<file path="src/rtl/emrs_pkg.sv">
`timescale 1ns / 1ps
package emrs_pkg;

  localparam int MAX_EXTENTS = 16;
  localparam int IDX_W = $clog2(MAX_EXTENTS);
  localparam logic [12:0] MAX_REQUEST = 13'd4096;
  localparam logic [12:0] BLK_MIN = 13'd512;
  localparam logic [12:0] BLK_MAX = 13'd4096;

  localparam logic [1:0] ACT_LOAD = 2'd0;
  localparam logic [1:0] ACT_SEEK = 2'd1;
  localparam logic [1:0] ACT_READ = 2'd2;
  localparam logic [1:0] ACT_NOP = 2'd3;

  localparam logic [1:0] ST_OK = 2'd0;
  localparam logic [1:0] ST_END = 2'd1;
  localparam logic [1:0] ST_FAULT = 2'd2;

  localparam logic REG_BLOCK_SIZE = 1'b0;
  localparam logic REG_CONTAINER_SIZE = 1'b1;

  typedef struct packed {
    logic [1:0]  action;
    logic [3:0]  extent_index;
    logic [31:0] extent_start;
    logic [23:0] extent_blocks;
    logic [31:0] new_position;
    logic [12:0] request_length;
  } in_item_t;

  typedef struct packed {
    logic [31:0] device_block;
    logic [11:0] offset_in_block;
    logic [12:0] chunk_length;
    logic        fetch_needed;
    logic [1:0]  status;
    logic [12:0] bytes_so_far;
    logic        last;
  } out_item_t;

  typedef enum logic [1:0] {
    K_ACK  = 2'd0,
    K_LOAD = 2'd1,
    K_SEEK = 2'd2,
    K_READ = 2'd3
  } cmd_kind_t;

  typedef struct packed {
    cmd_kind_t   kind;
    logic [3:0]  index;
    logic [31:0] start;
    logic [23:0] blocks;
    logic [31:0] position;
    logic [12:0] length;
  } cmd_t;

endpackage

</file>
<file path="src/rtl/emrs_front.sv">
`timescale 1ns / 1ps
module emrs_front import emrs_pkg::*; (
  input  in_item_t item,
  output cmd_t     cmd
);

  always_comb begin
    cmd.index = item.extent_index;
    cmd.start = item.extent_start;
    cmd.blocks = item.extent_blocks;
    cmd.position = item.new_position;
    cmd.length = (item.request_length > MAX_REQUEST) ? MAX_REQUEST : item.request_length;
    unique case (item.action)
      ACT_LOAD: cmd.kind = K_LOAD;
      ACT_SEEK: cmd.kind = K_SEEK;
      ACT_READ: cmd.kind = K_READ;
      default:  cmd.kind = K_ACK;
    endcase
  end

endmodule

</file>
<file path="src/rtl/emrs_fifo.sv">
`timescale 1ns / 1ps
module emrs_fifo import emrs_pkg::*; (
  input  logic clk,
  input  logic rst,
  input  logic push_valid,
  output logic push_ready,
  input  cmd_t push_data,
  output logic pop_valid,
  input  logic pop_ready,
  output cmd_t pop_data
);

  cmd_t       entries [2];
  logic       wr_ptr;
  logic       rd_ptr;
  logic [1:0] count;
  logic       push;
  logic       pop;

  assign push_ready = (count != 2'd2);
  assign pop_valid = (count != 2'd0);
  assign pop_data = entries[rd_ptr];
  assign push = push_valid && push_ready;
  assign pop = pop_valid && pop_ready;

  always_ff @(posedge clk) begin
    if (rst) begin
      wr_ptr <= 1'b0;
      rd_ptr <= 1'b0;
      count <= 2'd0;
    end else begin
      if (push) begin
        wr_ptr <= ~wr_ptr;
      end
      if (pop) begin
        rd_ptr <= ~rd_ptr;
      end
      count <= count + {1'b0, push} - {1'b0, pop};
    end
  end

  always_ff @(posedge clk) begin
    if (push) begin
      entries[wr_ptr] <= push_data;
    end
  end

endmodule

</file>
<file path="src/rtl/emrs_back.sv">
`timescale 1ns / 1ps
module emrs_back import emrs_pkg::*; (
  input  logic        clk,
  input  logic        rst,
  input  logic [12:0] dev_blk_bytes,
  input  logic [31:0] container_size,
  input  logic        cmd_valid,
  output logic        cmd_ready,
  input  cmd_t        cmd,
  output logic        out_valid,
  input  logic        out_ready,
  output out_item_t   out_data
);

  typedef enum logic [4:0] {
    S_IDLE  = 5'b00001,
    S_CHECK = 5'b00010,
    S_DIV   = 5'b00100,
    S_WALK  = 5'b01000,
    S_EMIT  = 5'b10000
  } state_t;

  state_t      state;
  logic [31:0] first_tab [MAX_EXTENTS];
  logic [23:0] len_tab [MAX_EXTENTS];
  logic [31:0] pos;
  logic [31:0] cached;
  logic [12:0] remaining;
  logic [12:0] total;
  logic [12:0] bsz;
  logic [4:0]  div_cnt;
  logic [31:0] dividend;
  logic [12:0] rem;
  logic [IDX_W-1:0] walk_idx;
  logic [28:0] cum;
  logic        more;
  out_item_t   res;

  logic [12:0] bsz_eff;
  logic [13:0] rem_sh;
  logic        rem_ge;
  logic [31:0] fst;
  logic [23:0] ln;
  logic [32:0] end33;
  logic        hit;
  logic [31:0] blk;
  logic [12:0] space;
  logic [12:0] part;
  logic [32:0] np;
  logic        emit_fire;

  function automatic out_item_t pack_res(input logic [31:0] b, input logic [11:0] o,
                                         input logic [12:0] l, input logic f,
                                         input logic [1:0] s, input logic [12:0] t,
                                         input logic la);
    out_item_t r;
    r.device_block = b;
    r.offset_in_block = o;
    r.chunk_length = l;
    r.fetch_needed = f;
    r.status = s;
    r.bytes_so_far = t;
    r.last = la;
    return r;
  endfunction

  always_comb begin
    bsz_eff = dev_blk_bytes;
    if (dev_blk_bytes < BLK_MIN) bsz_eff = BLK_MIN;
    if (dev_blk_bytes > BLK_MAX) bsz_eff = BLK_MAX;
    rem_sh = {rem, dividend[31]};
    rem_ge = rem_sh >= {1'b0, bsz};
    fst = first_tab[walk_idx];
    ln = len_tab[walk_idx];
    end33 = {4'b0, cum} + {9'b0, ln};
    hit = ({1'b0, dividend} >= {4'b0, cum}) && ({1'b0, dividend} < end33);
    blk = fst + (dividend - {3'b0, cum});
    space = bsz - rem;
    part = (space > remaining) ? remaining : space;
    np = {1'b0, pos} + {20'b0, part};
  end

  assign cmd_ready = (state == S_IDLE);
  assign emit_fire = (state == S_EMIT) && (!out_valid || out_ready);

  always_ff @(posedge clk) begin
    if (rst) begin
      state <= S_IDLE;
      pos <= 32'd0;
      cached <= 32'd0;
      out_valid <= 1'b0;
      for (int i = 0; i < MAX_EXTENTS; i++) begin
        first_tab[i] <= 32'd0;
        len_tab[i] <= 24'd0;
      end
    end else begin
      if (emit_fire) begin
        out_valid <= 1'b1;
        out_data <= res;
      end else if (out_ready) begin
        out_valid <= 1'b0;
      end
      unique case (state)
        S_IDLE: begin
          if (cmd_valid) begin
            res <= pack_res('0, '0, '0, 1'b0, ST_OK, '0, 1'b1);
            more <= 1'b0;
            total <= 13'd0;
            remaining <= cmd.length;
            bsz <= bsz_eff;
            state <= (cmd.kind == K_READ && cmd.length != 13'd0) ? S_CHECK : S_EMIT;
            unique case (cmd.kind)
              K_LOAD: begin
                first_tab[cmd.index[IDX_W-1:0]] <= cmd.start;
                len_tab[cmd.index[IDX_W-1:0]] <= cmd.blocks;
              end
              K_SEEK: pos <= cmd.position;
              default: ;
            endcase
          end
        end
        S_CHECK: begin
          if (pos >= container_size) begin
            res <= pack_res('0, '0, '0, 1'b0, ST_END, total, 1'b1);
            more <= 1'b0;
            state <= S_EMIT;
          end else begin
            dividend <= pos;
            rem <= 13'd0;
            div_cnt <= 5'd0;
            state <= S_DIV;
          end
        end
        S_DIV: begin
          rem <= rem_ge ? 13'(rem_sh - {1'b0, bsz}) : rem_sh[12:0];
          dividend <= {dividend[30:0], rem_ge};
          div_cnt <= div_cnt + 5'd1;
          if (div_cnt == 5'd31) begin
            walk_idx <= '0;
            cum <= 29'd0;
            state <= S_WALK;
          end
        end
        S_WALK: begin
          if (fst == 32'd0 || (hit && blk == 32'd0) ||
              (!hit && walk_idx == IDX_W'(MAX_EXTENTS - 1))) begin
            res <= pack_res('0, '0, '0, 1'b0, ST_FAULT, total, 1'b1);
            more <= 1'b0;
            state <= S_EMIT;
          end else if (hit) begin
            res <= pack_res(blk, rem[11:0], part, (blk != cached), ST_OK,
                            13'(total + part), (remaining == part));
            more <= (remaining != part);
            cached <= blk;
            remaining <= remaining - part;
            total <= total + part;
            pos <= np[32] ? 32'hFFFF_FFFF : np[31:0];
            state <= S_EMIT;
          end else begin
            walk_idx <= walk_idx + IDX_W'(1);
            cum <= end33[28:0];
          end
        end
        S_EMIT: begin
          if (emit_fire) begin
            state <= more ? S_CHECK : S_IDLE;
          end
        end
        default: state <= S_IDLE;
      endcase
    end
  end

`ifndef SYNTHESIS
  a_status_last: assert property (@(posedge clk) disable iff (rst)
    (out_valid && out_data.status != ST_OK) |-> (out_data.last && out_data.chunk_length == 13'd0))
    else $error("status result is not a final empty transaction");
  a_chunk_in_block: assert property (@(posedge clk) disable iff (rst)
    (out_valid && out_data.chunk_length != 13'd0) |->
    ({2'b0, out_data.offset_in_block} + {1'b0, out_data.chunk_length} <= {1'b0, bsz}))
    else $error("chunk crosses a block boundary");
  a_pop_idle: assert property (@(posedge clk) disable iff (rst)
    (cmd_valid && cmd_ready) |-> (state == S_IDLE))
    else $error("command taken while busy");
  a_emit_once: assert property (@(posedge clk) disable iff (rst)
    (state == S_EMIT && (!out_valid || out_ready)) |=> out_valid)
    else $error("result not presented");
`endif

endmodule

</file>
<file path="src/rtl/extent_map_read_splitter_core.sv">
`timescale 1ns / 1ps
// This block maps reads of a container through an extent table to device
// blocks and splits each read into chunks that never cross a block. Each
// chunk of a read is found by a bit-serial 32-step division of the position
// by the block size followed by a walk over up to sixteen extents, one per
// cycle. A two-entry command queue lets new transactions be taken while a
// result waits.
module extent_map_read_splitter_core import emrs_pkg::*; (
  input  logic        clk,
  input  logic        rst,
  input  logic        in_valid,
  output logic        in_ready,
  input  in_item_t    in_data,
  output logic        out_valid,
  input  logic        out_ready,
  output out_item_t   out_data,
  input  logic        psel,
  input  logic        penable,
  input  logic        pwrite,
  input  logic [2:0]  paddr,
  input  logic [31:0] pwdata,
  output logic [31:0] prdata,
  output logic        pready
);

  logic [12:0] dev_blk_bytes;
  logic [31:0] container_size;
  cmd_t        front_cmd;
  cmd_t        q_cmd;
  logic        q_valid;
  logic        q_ready;

  assign pready = 1'b1;
  assign prdata = (paddr[2] == REG_BLOCK_SIZE) ? {19'b0, dev_blk_bytes} : container_size;

  always_ff @(posedge clk) begin
    if (rst) begin
      dev_blk_bytes <= 13'd512;
      container_size <= 32'd0;
    end else if (psel && penable && pwrite) begin
      unique case (paddr[2])
        REG_BLOCK_SIZE:     dev_blk_bytes <= pwdata[12:0];
        REG_CONTAINER_SIZE: container_size <= pwdata;
        default: ;
      endcase
    end
  end

  emrs_front u_front (
    .item (in_data),
    .cmd  (front_cmd)
  );

  emrs_fifo u_fifo (
    .clk        (clk),
    .rst        (rst),
    .push_valid (in_valid),
    .push_ready (in_ready),
    .push_data  (front_cmd),
    .pop_valid  (q_valid),
    .pop_ready  (q_ready),
    .pop_data   (q_cmd)
  );

  emrs_back u_back (
    .clk            (clk),
    .rst            (rst),
    .dev_blk_bytes  (dev_blk_bytes),
    .container_size (container_size),
    .cmd_valid      (q_valid),
    .cmd_ready      (q_ready),
    .cmd            (q_cmd),
    .out_valid      (out_valid),
    .out_ready      (out_ready),
    .out_data       (out_data)
  );

endmodule

</file>
<file path="config.mk">
export PLATFORM = sky130hd
export DESIGN_NAME = extent_map_read_splitter_core
export DESIGN_NICKNAME = d
export VERILOG_FILES = /design/src/rtl/emrs_pkg.sv /design/src/rtl/emrs_front.sv /design/src/rtl/emrs_fifo.sv /design/src/rtl/emrs_back.sv /design/src/rtl/extent_map_read_splitter_core.sv
export SDC_FILE = /design/constraint.sdc
export NUM_CORES = 2
export LEC_CHECK = 0
export BUFFER_PORTS_ARGS = -buffer_cell sky130_fd_sc_hd__buf_2
export CAP_MARGIN = 20
export CORE_MARGIN = 2
export CORE_UTILIZATION = 55
export DETAILED_ROUTE_END_ITERATION = 16
export PLACE_DENSITY = 0.72
export SYNTH_ARGS = -nofsm -noshare
export SYNTH_HDL_FRONTEND = slang
export SYNTH_SLANG_ARGS = --single-unit
</file>
<file path="constraint.sdc">
create_clock -name clk -period 42.8 [get_ports clk]
set_clock_uncertainty 0.1 [all_clocks]
set_input_delay 4.28 -clock clk [delete_from_list [all_inputs] [get_ports clk]]
set_output_delay 4.28 -clock clk [all_outputs]
set_load 0.02 [all_outputs]
</file>
==> flow_metrics.env <==
export IMPL_initial_core_util_pct=55.44
export IMPL_yosysTopAreaCell="edfxtp_1"
export IMPL_p_seq_share_pct=45.5
export IMPL_tightest_slew_ns=1.174
export IMPL_grt_pass1_vias=44830
export IMPL_cts_hold_fix_buffers=0
export IMPL_cp_required_ns=43.11
export IMPL_io_pins=258
export IMPL_syn_nets=5797
export IMPL_gp_congestion=0.9244
export IMPL_cts_max_level=4
export IMPL_yosys_area_top_type_share_pct=58.59
export IMPL_synth_area_top_cells="edfxtp_1 (59%), mux4_2 (8.6%), nor2_1 (6.2%)"
export IMPL_path_max_fanout=85
export IMPL_cp_arrival_ns=11.48
export IMPL_crit_slowest_cell="dfxtp_4"
export IMPL_switching_share_pct=29.57
export IMPL_synth_area_per_cell_um2=13.15
export IMPL_ir_drop_uv=40.75
export IMPL_vias=45810
export IMPL_holdCritPathClass="register to register"
export IMPL_nNetsFinal=6020
export IMPL_crit_type="register to register"
export IMPL_first_iter_violations=5381
export IMPL_cp_start_kind="register"
export IMPL_chipWidth_um=362.7
export IMPL_cts_sinks=1505
export IMPL_slowest_delay_ns=0.82
export IMPL_core_area_um2=127700
export IMPL_final_hold_viol_count=0
export IMPL_fin_crit_ns=11.17
export IMPL_clkLatencyLatePin_ns=0.82
export IMPL_cts_setup_buffers=0
export IMPL_max_freq_mhz=89.54
export IMPL_fill_cells=9493
export IMPL_comb_power_share_pct=20.5
export IMPL_drive_above_1_share_pct=17.20
export IMPL_rows=131
export IMPL_slew_headroom_pct=19.48
export IMPL_wl_per_cell_um=26.21
export IMPL_power_frac_clock_pct=34.0
export IMPL_power_switching_mw=1.171
export IMPL_grt_antenna_before_repair=2
export IMPL_grt_max_degree=140
export IMPL_die_h_um=362.7
export IMPL_cts_made_buffers=157
export IMPL_layout_setup_ws_ns=31.63
export IMPL_maxCapViolations=0
export IMPL_hold_ws_ns=0.3169
export IMPL_async_reset_ff_share_pct=0
export IMPL_cts_root_buf="clkbuf_16"
export IMPL_power_density_nw_per_um2=50.01
export IMPL_synth_ff_type="edfxtp_1"
export IMPL_vias_per_cell=6.194
export IMPL_synth_edf_count=1381
export IMPL_syn_inst=5383
export IMPL_setup_violations=0
export IMPL_remaining_drc_errors=0
export IMPL_dr_pass1_iters=6
export IMPL_port_buffers=254
export IMPL_antenna_left=0
export IMPL_status="finished, final reports clean"
export IMPL_wirelength_mm=193.9
export IMPL_yosysMostFrequentCell="edfxtp_1"
export IMPL_clock_path_buffers=3
export IMPL_netlist_area_um2=70780
export IMPL_grt_pass1_wl_mm=285.7
export IMPL_p_int_mw=2.790
export IMPL_synth_top_cells_by_count="edfxtp_1 (1,381), nor2_1 (1,171), inv_1 (281)"
export IMPL_placedCellCount=7099
export IMPL_syn2layout_area_growth_pct=11.90
export IMPL_place_ws_ns=31.65
export IMPL_ys_ff_latch=1505
export IMPL_rsz0062_at_grt="false"
export IMPL_die_area_um2=131600
export IMPL_maxSlewViolCount=0
export IMPL_post_route_period_util_pct=26.09
export IMPL_diodes=0
export IMPL_cts_tree="yes"
export IMPL_yosysWarnings=0
export IMPL_ctsResizeCount=0
export IMPL_fin_cells=7396
export IMPL_setup_tns_ns=0
export IMPL_synth_cell_types=92
export IMPL_p_total_mw=3.961
export IMPL_track_usage_pct=29.50
export IMPL_overflow=0
export IMPL_ys_seq_area_share_pct=62.09
export IMPL_dp_hpwl_mm=120.5
export IMPL_cp_end_kind="register"
export IMPL_leakage_nw=29.73
export IMPL_path_clk_slew_ns=0.06
cells in the final DEF (no fill, tap or decap), types with 19 or more instances in the layout:
master and n:
nand3_1 32, dfxtp_1 119, xnor2_1 80, o31ai_1 19
inv_1 281, mux2i_1 156, nor4_1 26, a211oi_1 46
nand4_1 28, clkbuf_16 157, nand2_1 242, clkbuf_1 43
nor2_1 1167, edfxtp_1 1381, fa_1 35, ha_1 230
buf_2 253, clkinv_1 27, a21oi_1 176, buf_4 129
xor2_1 55, clkinv_2 20, nor3_1 50, a21o_1 46
mux4_2 269, nor2b_1 46, mux2_2 35, and2_1 45
nand2b_1 19, o21ai_0 147
per-stage QoR:
step | cell area, µm² | util (%)
final | 79210 | 62.03
after global routing | 79210 | 62.03
after CTS | 79080 | 61.94
after detailed placement | 74020 | 57.97
after global placement | 73950 | 57.91
after floorplan | 70780 | -
metal layers:
| metal | track usage (%) | part of all wire, % | vias to the layer above |
|---|---|---|---|
| met3 | 5.773 | 9.6 | 504 |
| met4 | 13.16 | 4.8 | 2 |
| li1 | - | - | 20100 |
| met5 | 0 | 0.010 | - |
| met1 | 38.64 | 38 | 22660 |
| met2 | 48.07 | 48 | 2547 |
cell families (layout without fill, tap and decap cells):
logic type,count (synthesis),after routing,synth area share [%]
compound gates,630,630,5.750
xor+xnor,135,135,1.670
fa+ha+maj,265,265,5.056
buf+inv,606,957,3.389
flops,1505,1505,62.09
mux,464,464,11.38
other cells,1,1,0.005298
simple gates,1777,1777,10.65
sequential cells by signal, summed over array words and instances, names as in the netlist, 74 cells and up, named ones only:
register	flops
u_back.first_tab	512
u_back.len_tab	384
u_fifo.entries	214
u_back.out_data	74
u_back.res	74
power by group through the flow:
stage                     clock, mW  combinational (mW)  sequential [mW]
final                          1.35               0.813             1.80
after global routing           1.42               0.886             1.81
after CTS                      1.36               0.797             1.80
after detailed placement          0               0.791             1.83
after global placement            0               0.773             1.83
after floorplan                   0               0.544             1.82
final cells by class:
type / instances / area, µm² / share of cell area (%)
sequential: 1505 / 43970 / 55.51
clock inverter: 81 / 898.4 / 1.134
inverter: 281 / 1055 / 1.332
timing repair buffer: 389 / 2374 / 2.997
multi-input combinational: 3272 / 24670 / 31.14
tap: 1662 / 2079 / 2.625
clock buffer: 206 / 4164 / 5.257
worst max-delay path, delay by kind of cell (launching register included):
family,cells,cell delay [ns]
AO/OA/AOI/OAI,15,4.20
buffers and inverters,4,2.17
multiplexers,2,1.17
AND/OR/NAND/NOR,5,1.08
flip-flops,1,0.82
adder cells (fa/ha/maj),2,0.78
XOR/XNOR,1,0.22
path summary, 6_finish.rpt:
| path | startpoint | depth (start not counted) | slack, ns | endpoint |
|---|---|---|---|---|
| setup / recovery | register | 29 | 31.63 | u_back.res[47]$_DFFE_PP_ |
| hold / removal | u_back.res[57]$_DFFE_PP_ | 0 | 0.32 | u_back.out_data[57]$_DFFE_PP_ |
| setup reg to reg | register | 29 | 31.63 | u_back.res[47]$_DFFE_PP_ |
| hold reg to reg | u_back.res[57]$_DFFE_PP_ | 0 | 0.32 | u_back.out_data[57]$_DFFE_PP_ |
Note: power is estimated with default switching activity, not from simulation.
